$ cat src/design/qstm_pkg.sv
// ----------------------------------------------------------------------------
// qstm_pkg
// Shared constants, codes, Horner tables and sideband types of the quad-sphere
// tile membership pipeline.
// ----------------------------------------------------------------------------
`default_nettype none

package qstm_pkg;

   // fixed point: Q2.30, operands carried as 34-bit signed
   localparam int FRAC_BITS = 30;
   localparam int TW        = FRAC_BITS + 1;
   localparam int QW        = 34;

   localparam logic [TW-1:0]        QONE_T = 31'h4000_0000;
   localparam logic [TW-1:0]        QSAT   = 31'h7FFF_FFFF;
   localparam logic signed [QW-1:0] QONE_S = 34'sd1073741824;

   // pi * 2^61 split into two 32-bit halves
   localparam logic [31:0] PI_HI = 32'h6487_ED51;
   localparam logic [31:0] PI_LO = 32'h10B4_611A;

   // series length
   localparam int HORNER_STEPS = 6;
   localparam int SIN_STEPS    = 5;

   // grid
   localparam int          N_W     = 13;
   localparam logic [12:0] MAX_RES = 13'd4096;

   // face codes
   localparam logic [2:0] FACE_NORTH = 3'd0;
   localparam logic [2:0] FACE_SOUTH = 3'd5;

   // pipeline depths in register stages
   localparam int SC_LAT   = 23;
   localparam int DIV_LAT  = 33;
   localparam int PIPE_LAT = SC_LAT + 3 * DIV_LAT + 3;

   // register map
   typedef enum logic [1:0] {
      REG_GRID_RES  = 2'd0,
      REG_TILE_FACE = 2'd1,
      REG_TILE_COL  = 2'd2,
      REG_TILE_ROW  = 2'd3
   } reg_index_type;

   // sideband carried beside the dividers
   typedef struct packed {
      logic [1:0]          quad;
      logic                pole;
      logic                pole_south;
      logic signed [31:0]  sa;
      logic signed [31:0]  ca;
      logic signed [31:0]  s1;
      logic signed [31:0]  c1;
   } d1_side_type;

   typedef struct packed {
      d1_side_type            s;
      logic signed [QW-1:0]   tp;
   } d2_side_type;

   typedef struct packed {
      logic [2:0] face;
      logic       pole;
      logic       polar;
   } d3_side_type;

   // sine series divisors, innermost first
   function automatic logic [7:0] sin_div(input int idx);
      logic [7:0] d;
      unique case (idx)
         0:       d = 8'd110;
         1:       d = 8'd72;
         2:       d = 8'd42;
         3:       d = 8'd20;
         4:       d = 8'd6;
         default: d = 8'd1;
      endcase
      return d;
   endfunction

   // floor(2^32 / sine divisor)
   function automatic logic [31:0] sin_recip(input int idx);
      logic [31:0] m;
      unique case (idx)
         0:       m = 32'd39045157;
         1:       m = 32'd59652323;
         2:       m = 32'd102261126;
         3:       m = 32'd214748364;
         4:       m = 32'd715827882;
         default: m = 32'd0;
      endcase
      return m;
   endfunction

   // cosine series divisors, innermost first
   function automatic logic [7:0] cos_div(input int idx);
      logic [7:0] d;
      unique case (idx)
         0:       d = 8'd132;
         1:       d = 8'd90;
         2:       d = 8'd56;
         3:       d = 8'd30;
         4:       d = 8'd12;
         5:       d = 8'd2;
         default: d = 8'd1;
      endcase
      return d;
   endfunction

   // floor(2^32 / cosine divisor)
   function automatic logic [31:0] cos_recip(input int idx);
      logic [31:0] m;
      unique case (idx)
         0:       m = 32'd32537631;
         1:       m = 32'd47721858;
         2:       m = 32'd76695844;
         3:       m = 32'd143165576;
         4:       m = 32'd357913941;
         5:       m = 32'd2147483648;
         default: m = 32'd0;
      endcase
      return m;
   endfunction

endpackage

`default_nettype wire

$ cat src/design/qstm_div.sv
// ----------------------------------------------------------------------------
// qstm_div
// Pipelined signed Q2.30 divider, one restoring quotient bit per stage,
// saturating to a magnitude of two minus one lsb; carries a sideband word.
// ----------------------------------------------------------------------------
`default_nettype none

module qstm_div #(
   parameter int SIDE_W = 1
) (
   input  logic                          clock,
   input  logic                          reset,
   input  logic                          in_valid,
   input  logic signed [qstm_pkg::QW-1:0] num,
   input  logic signed [qstm_pkg::QW-1:0] den,
   input  logic [SIDE_W-1:0]             in_side,
   output logic                          out_valid,
   output logic signed [qstm_pkg::QW-1:0] quo,
   output logic [SIDE_W-1:0]             out_side
);
   import qstm_pkg::*;

   localparam int QBITS = TW;

   // magnitudes, sign, saturation and zero detection
   logic [QW-1:0] num_u, den_u, un_w, ud_w;
   assign num_u = num;
   assign den_u = den;
   assign un_w  = num[QW-1] ? (~num_u + 1'b1) : num_u;
   assign ud_w  = den[QW-1] ? (~den_u + 1'b1) : den_u;

   logic              bs_v    [0:QBITS];
   logic [QW:0]       bs_rem  [0:QBITS];
   logic [QBITS-1:0]  bs_q    [0:QBITS];
   logic [QW-1:0]     bs_ud   [0:QBITS];
   logic              bs_neg  [0:QBITS];
   logic              bs_zero [0:QBITS];
   logic              bs_sat  [0:QBITS];
   logic [SIDE_W-1:0] bs_side [0:QBITS];

   logic              e_v_ff, e_neg_ff, e_zero_ff, e_sat_ff;
   logic [QW:0]       e_rem_ff;
   logic [QW-1:0]     e_ud_ff;
   logic [SIDE_W-1:0] e_side_ff;

   always_ff @(posedge clock) begin
      if (reset) begin
         e_v_ff <= 1'b0;
      end else begin
         e_v_ff <= in_valid;
      end
   end

   always_ff @(posedge clock) begin
      e_neg_ff  <= num[QW-1] ^ den[QW-1];
      e_zero_ff <= (un_w == '0);
      e_sat_ff  <= ({1'b0, un_w} >= {ud_w, 1'b0});
      e_rem_ff  <= {1'b0, un_w};
      e_ud_ff   <= ud_w;
      e_side_ff <= in_side;
   end

   assign bs_v[0]    = e_v_ff;
   assign bs_rem[0]  = e_rem_ff;
   assign bs_q[0]    = '0;
   assign bs_ud[0]   = e_ud_ff;
   assign bs_neg[0]  = e_neg_ff;
   assign bs_zero[0] = e_zero_ff;
   assign bs_sat[0]  = e_sat_ff;
   assign bs_side[0] = e_side_ff;

   for (genvar j = 0; j < QBITS; j++) begin : g_bit
      logic [QW:0]       remw_w, remn_w;
      logic              ge_w;
      logic              v_ff, neg_ff, zero_ff, sat_ff;
      logic [QW:0]       rem_ff;
      logic [QBITS-1:0]  q_ff;
      logic [QW-1:0]     ud_ff;
      logic [SIDE_W-1:0] side_ff;

      // shift in the next bit, compare and subtract
      assign remw_w = (j == 0) ? bs_rem[j] : {bs_rem[j][QW-1:0], 1'b0};
      assign ge_w   = (remw_w >= {1'b0, bs_ud[j]});
      assign remn_w = ge_w ? (remw_w - {1'b0, bs_ud[j]}) : remw_w;

      always_ff @(posedge clock) begin
         if (reset) begin
            v_ff <= 1'b0;
         end else begin
            v_ff <= bs_v[j];
         end
      end

      always_ff @(posedge clock) begin
         rem_ff  <= remn_w;
         q_ff    <= {bs_q[j][QBITS-2:0], ge_w};
         ud_ff   <= bs_ud[j];
         neg_ff  <= bs_neg[j];
         zero_ff <= bs_zero[j];
         sat_ff  <= bs_sat[j];
         side_ff <= bs_side[j];
      end

      assign bs_v[j+1]    = v_ff;
      assign bs_rem[j+1]  = rem_ff;
      assign bs_q[j+1]    = q_ff;
      assign bs_ud[j+1]   = ud_ff;
      assign bs_neg[j+1]  = neg_ff;
      assign bs_zero[j+1] = zero_ff;
      assign bs_sat[j+1]  = sat_ff;
      assign bs_side[j+1] = side_ff;
   end

   // saturation and sign
   logic signed [QW-1:0] mag_w, quo_in;
   always_comb begin
      priority if (bs_zero[QBITS]) begin
         mag_w = '0;
      end else if (bs_sat[QBITS]) begin
         mag_w = QW'(QSAT);
      end else begin
         mag_w = QW'(bs_q[QBITS]);
      end
   end
   assign quo_in = bs_neg[QBITS] ? -mag_w : mag_w;

   logic                 o_v_ff;
   logic signed [QW-1:0] quo_ff;
   logic [SIDE_W-1:0]    o_side_ff;

   always_ff @(posedge clock) begin
      if (reset) begin
         o_v_ff <= 1'b0;
      end else begin
         o_v_ff <= bs_v[QBITS];
      end
   end

   always_ff @(posedge clock) begin
      quo_ff    <= quo_in;
      o_side_ff <= bs_side[QBITS];
   end

   assign out_valid = o_v_ff;
   assign quo       = quo_ff;
   assign out_side  = o_side_ff;

endmodule

`default_nettype wire

$ cat config.mk
export PLATFORM = sky130hd
export DESIGN_NAME = qstm_div
export DESIGN_NICKNAME = d
export VERILOG_FILES = /design/src/design/qstm_pkg.sv /design/src/design/qstm_div.sv
export SDC_FILE = /design/constraint.sdc
export NUM_CORES = 2
export LEC_CHECK = 0
export ABC_CLOCK_PERIOD_IN_PS = 5500
export BUFFER_PORTS_ARGS = -buffer_cell sky130_fd_sc_hd__buf_2
export CAP_MARGIN = 20
export CORE_AREA = 2 2 479 481
export CTS_CLUSTER_DIAMETER = 120
export DETAILED_ROUTE_END_ITERATION = 7
export DIE_AREA = 0 0 481 483
export PLACE_DENSITY = 0.72
export SLEW_MARGIN = 15
export SYNTH_ARGS = -nofsm -noshare
export SYNTH_HDL_FRONTEND = slang
export SYNTH_SLANG_ARGS = --single-unit
$ cat constraint.sdc
create_clock -name clock -period 5.5 [get_ports clock]
set_input_delay 1.1 -clock clock [delete_from_list [all_inputs] [get_ports clock]]
set_output_delay 1.1 -clock clock [all_outputs]
set_load 0.005 [all_outputs]
After elaboration in Yosys (flattened, before gate mapping) --
Index checks and enable logic that the tools add are counted.
Word-level totals: register bits after elaboration 2800, output and inout port bits 36
Operators by class: add/subtract/negate cells 33, order comparisons 32, multiplexer cells 35, bitwise gates (word level) 3, reduce and logical (&&, ||, !) cells 1
Operators with widths (count):
- 34-bit two-way mux | 33
- 35-bit by 34-bit >= comparator with 1-bit output | 30
- 34-bit subtractor | 30
- 34-bit by 1-bit adder with 34-bit output, second input constant | 2
- 34-bit NOT | 2
- 31-bit two-way mux | 2
- 34-bit by 35-bit >= comparator with 1-bit output | 1
- 34-bit >= comparator | 1
- 34-bit zero test | 1
- 34-bit negation | 1
- 1-bit bitwise XOR | 1

Logic depth before layout (Yosys ltp) --
depth after elaboration 4, depth in mapped cells 17

Worst setup path before layout --
OpenSTA, ideal clock, no wires.
kind in2reg, from in den[4] in the netlist's numbering, to reg e_sat_ff, library setup time 0.132 ns, arrival 4.481 ns, data required time 5.368 ns, slack 0.887 ns, stages 16, buffers on the path 0, cells stage by stage or4_1 > nor3_1 > nand2_1 > or2_2 > nand2b_1 > o31ai_1 > xor2_1 > ha_1 > and3_1 > and3_1 > a221oi_1 > o211ai_1 > maj3_1 > a21oi_1 > a21o_1 > a21oi_1
On the way: cells in the longest elaborated chain, start to end 4
RTL lines:
- start: declaration | RTL line qstm_div.sv:15 | input logic signed [qstm_pkg::QW-1:0] den,
- 34-bit NOT | RTL line qstm_div.sv:30 | assign ud_w = den[QW-1] ? (~den_u + 1'b1) : den_u;
- 34-bit by 1-bit adder with 34-bit output | RTL line qstm_div.sv:30
- 34-bit two-way mux * | RTL line qstm_div.sv:30
- 34-bit by 35-bit >= comparator with 1-bit output * | RTL line qstm_div.sv:57 | e_sat_ff <= ({1'b0, un_w} >= {ud_w, 1'b0});
- end signal: assignment | RTL line qstm_div.sv:57
- end: declaration | RTL line qstm_div.sv:41 | logic e_v_ff, e_neg_ff, e_zero_ff, e_sat_ff;
Every way passes the cells marked *; elsewhere a longest branch is shown, timed or not. A chain may end at the register's enable or synchronous reset.

Worst setup path after layout --
from reg g_bit[12].ud_ff[1], to reg g_bit[13].rem_ff[26]
On the way: cells in the longest elaborated chain, start to end 2
RTL lines:
- start: declaration | RTL line qstm_div.sv:78 | logic [QW-1:0] ud_ff;
- start signal: assignment | RTL line qstm_div.sv:97 | ud_ff <= bs_ud[j];
- 34-bit subtractor / 35-bit by 34-bit >= comparator with 1-bit output (equally long branches) | RTL line qstm_div.sv:84, qstm_div.sv:83
- 34-bit two-way mux * | RTL line qstm_div.sv:84 | assign remn_w = ge_w ? (remw_w - {1'b0, bs_ud[j]}) : remw_w;
- named net g_bit[13].remn_w[26] | RTL line qstm_div.sv:73 | logic [QW:0] remw_w, remn_w;
- end signal: assignment | RTL line qstm_div.sv:95 | rem_ff <= remn_w;
- end: declaration | RTL line qstm_div.sv:76 | logic [QW:0] rem_ff;
The timed path passes the listed nets; every way through them passes the cells marked *.

==> key figures <==
Power and ir drop
  • Internal power: 62.2 mW
  • Power Density: 727 nW/um2
  • Switching power total: 40.1 mW
  • Comb pwr share: 48.9%
  • Clock Power Share: 20.3%
  • Worst VDD drop: 0.000427 V
  • Leakage: 64.9 nW
  • Reg power frac: 30.8%
  • Power Total: 102 mW
  • Sw Ratio: 39.2%

STA
  • Clock Skew: 0.0800 ns
  • FMAX: 0.218 GHz
  • Worst slew margin: 24.7%
  • RSZ-0062 raised after global routing: false
  • Final Setup Violations: 0
  • Post-route clock period utilization: 83.6%
  • Minimum clock period: 4.60 ns
  • Final hold vios: 0
  • Slew Limit Fails: 0
  • Setup TNS: 0 ns
  • Worst Tran Pin Value: 1.12 ns
  • Worst hold slack: 0.269 ns
  • Final WS setup: 0.903 ns

Drt
  • Final WL: 322,000 um
  • DR DRC count: 0
  • Vias/cell: 5.66
  • Drt first pass iters: 8
  • 1st-iter DRT viols: 7,614
  • Average routed wire per standard cell: 19.1 um
  • Final ANT Viol Nets: 0
  • Via Count: 95.4k

Floorplanning
  • Cell Rows: 175
  • Die Wd: 481 um
  • CORE AREA: 227,000 um2
  • Die footprint: 232,000 um2
  • Die Y-Extent: 483 um
  • Starting density of the core: 55.7%
  • Top Ports: 108

Synth
  • Register area share after synthesis: 44.3%
  • Mapped Area: 126,000 um2
  • Cells taking the most area after synthesis: dfxtp_1, ha_1, mux2_2, inv_1, o21ai_0
  • Cell taking the most area after synthesis: dfxtp_1
  • Post-synth EDFFs: 0
  • Mean Syn Cell Area: 9.45 um2
  • Synth cell types: 91
  • Synth async-reset ratio: 0%
  • Synthesized Nets: 14.6k
  • Share of the synthesized area in the top cell type: 44.3%
  • Synth warn: 0
  • Syn Inst Count: 13.4k
  • Main synth FF type: dfxtp_1
  • Post-synthesis register bit count: 2,800

Status
  • Status: finished, final reports clean

Final layout
  • Layout filler cell count: 19.0k
  • Commonest non-fill, non-tap cell in the layout: dfxtp_1
  • Util after Layout: 62.0%
  • Area delta synth->final: 11.3%
  • Most frequent cells in the layout: dfxtp_1, inv_1, ha_1
  • Fin area: 141,000 um2
  • Final Instance Count excl. Fillers: 16.9k
  • NumNets Final: 14.8k
  • Layout cells sized above 1: 9.33%

Clock network
  • CTS Buf Count: 305
  • Setup Fix Bufs, Post-CTS: 0
  • Cts repair resizes: 0
  • Root Buffer: clkbuf_16
  • H-Tree Depth: 5
  • Clock buffer depth: 4
  • Cts hold-fix bufs: 0
  • CTS tree: yes
  • Clock sink total: 2,800
  • Worst skew pair latency: 0.93 ns
  • Clk slew on worst S/H paths: 0.06 ns

Global route
  • Grt ovf: 0
  • Vias in the first global route: 92.1k
  • Tot GR Track Use: 27.0%
  • Largest net degree at the start of global routing: 66
  • Gr busiest metal: met2
  • Met1 Use GR: 39.2%
  • GR Layer Usage met2: 41.5%
  • Initial antenna violation count: 15
  • First-pass GRT wire length: 508,000 um
  • GR Util met3: 4.30%

Critical path
  • WS Path Type: reg -> reg
  • Required time worst endpoint: 6.27 ns
  • CP Capture Type: flop
  • Startpoint types: flop
  • Crit path max fanout: 17
  • CP Data Arrival Time: 5.37 ns

Placed design
  • RePlAce Congestion: 0.961
  • Post-place setup slack: 0.254 ns
  • Buffers on Ports: 107
  • Placed cells: 16.3k
  • DP HPWL: 248,000 um
  • DP Area: 130,000 um2

Worst hold path
  • Hold Crit Class: reg -> reg

Job
  • Max-capacitance violation count: 0
==> final timing paths <==
kind / startpoint / to / slack [ns] / depth (start not counted)
worst max-delay path: g_bit[12].ud_ff[1] / g_bit[13].rem_ff[26] / 0.90 / 13
worst min-delay path: g_bit[0].zero_ff / g_bit[1].zero_ff / 0.27 / 0
worst max register to register: g_bit[12].ud_ff[1] / g_bit[13].rem_ff[26] / 0.90 / 13
worst min register to register: g_bit[0].zero_ff / g_bit[1].zero_ff / 0.27 / 0
==> state kept, by name (all words and copies together) (netlist names), 31 cells and up <==
signal and flops:
e_rem_ff 34, e_ud_ff 34, g_bit.v_ff 31, g_bit.sat_ff 31
g_bit.q_ff 496, g_bit.zero_ff 31, g_bit.ud_ff 1020, g_bit.neg_ff 31
quo 34, g_bit.rem_ff 1020, g_bit.side_ff 31
==> logic make-up (layout without fill, tap and decap cells) <==
group,after synthesis,in the layout,synth area share [%]
other cells,0,8,0
xor+xnor,828,828,5.74
fa+ha+maj,1119,1119,11.2
buf+inv,1683,2141,5.03
flops,2800,2800,44.3
mux,547,547,4.83
simple gates,2943,2943,11.3
compound gates,3459,3459,17.5
==> worst max-delay path: stages, from the launching register on <==
cell and delay, ns:
dfxtp_1 0.37, inv_1 0.06, ha_1 0.28, nor2b_1 0.14, o31a_1 0.27, nor3_1 0.20, o21ai_0 0.27, a22o_1 0.41
a311o_1 0.38, a21oi_1 0.29, a2111o_1 0.25, nand3_1 0.72, buf_4 0.51, mux2_2 0.29
==> synth_stat cells, types with 23 or more instances <==
cell type and count:
dfxtp_1 2800, inv_1 1439, ha_1 1088, nand2_1 888, o21ai_0 885, a21oi_1 824
nor2_1 711, a21o_1 553, mux2_2 509, xnor2_1 495, xor2_1 332, nand3_1 205
clkbuf_1 195, nor3_1 181, nor2b_1 174, nand2b_1 169, o21a_1 143, o31ai_1 137
nand4_1 124, and3_1 123, a31oi_1 121, a211oi_1 119, o21bai_1 115, o211ai_1 87
a21boi_0 61, nor4_1 55, or2_2 55, and2_1 51, or3_1 51, o31a_1 44
mux2i_1 38, a211o_1 37, and4_1 37, o41ai_1 32, fa_1 30, buf_2 27
a221oi_1 24, or4_1 24, nor3b_1 23
==> power groups by stage <==
stage                     combinational (mW)  clock (mW)  sequential (mW)
after global placement                  47.6           0             31.9
after floorplan                         38.4           0             29.7
after CTS                               49.3        21.1             31.6
final                                   50.1        20.7             31.5
after detailed placement                48.7           0             31.9
after global routing                    55.4        22.0             32.1
==> area by class of cell <==
type | count | area [um2] | area share (%)
flip-flops and latches | 2800 | 56100 | 39.8
diodes | 8 | 20.0 | 0.0142
repair buffers | 173 | 1080 | 0.765
clock inverters | 101 | 1430 | 1.02
inverters | 1441 | 5410 | 3.84
clock buffers | 426 | 8750 | 6.22
well taps | 3009 | 3760 | 2.68
multi-input cells | 8896 | 64200 | 45.6
==> routing by layer <==
| metal | vias to the layer above | wire length (um) |
|---|---|---|
| li1 | 47016 | - |
| met1 | 45243 | 154000 |
| met4 | 0 | 7670 |
| met3 | 540 | 20600 |
| met5 | - | 0 |
| met2 | 2641 | 139000 |
(Power assumes the default switching activity.)
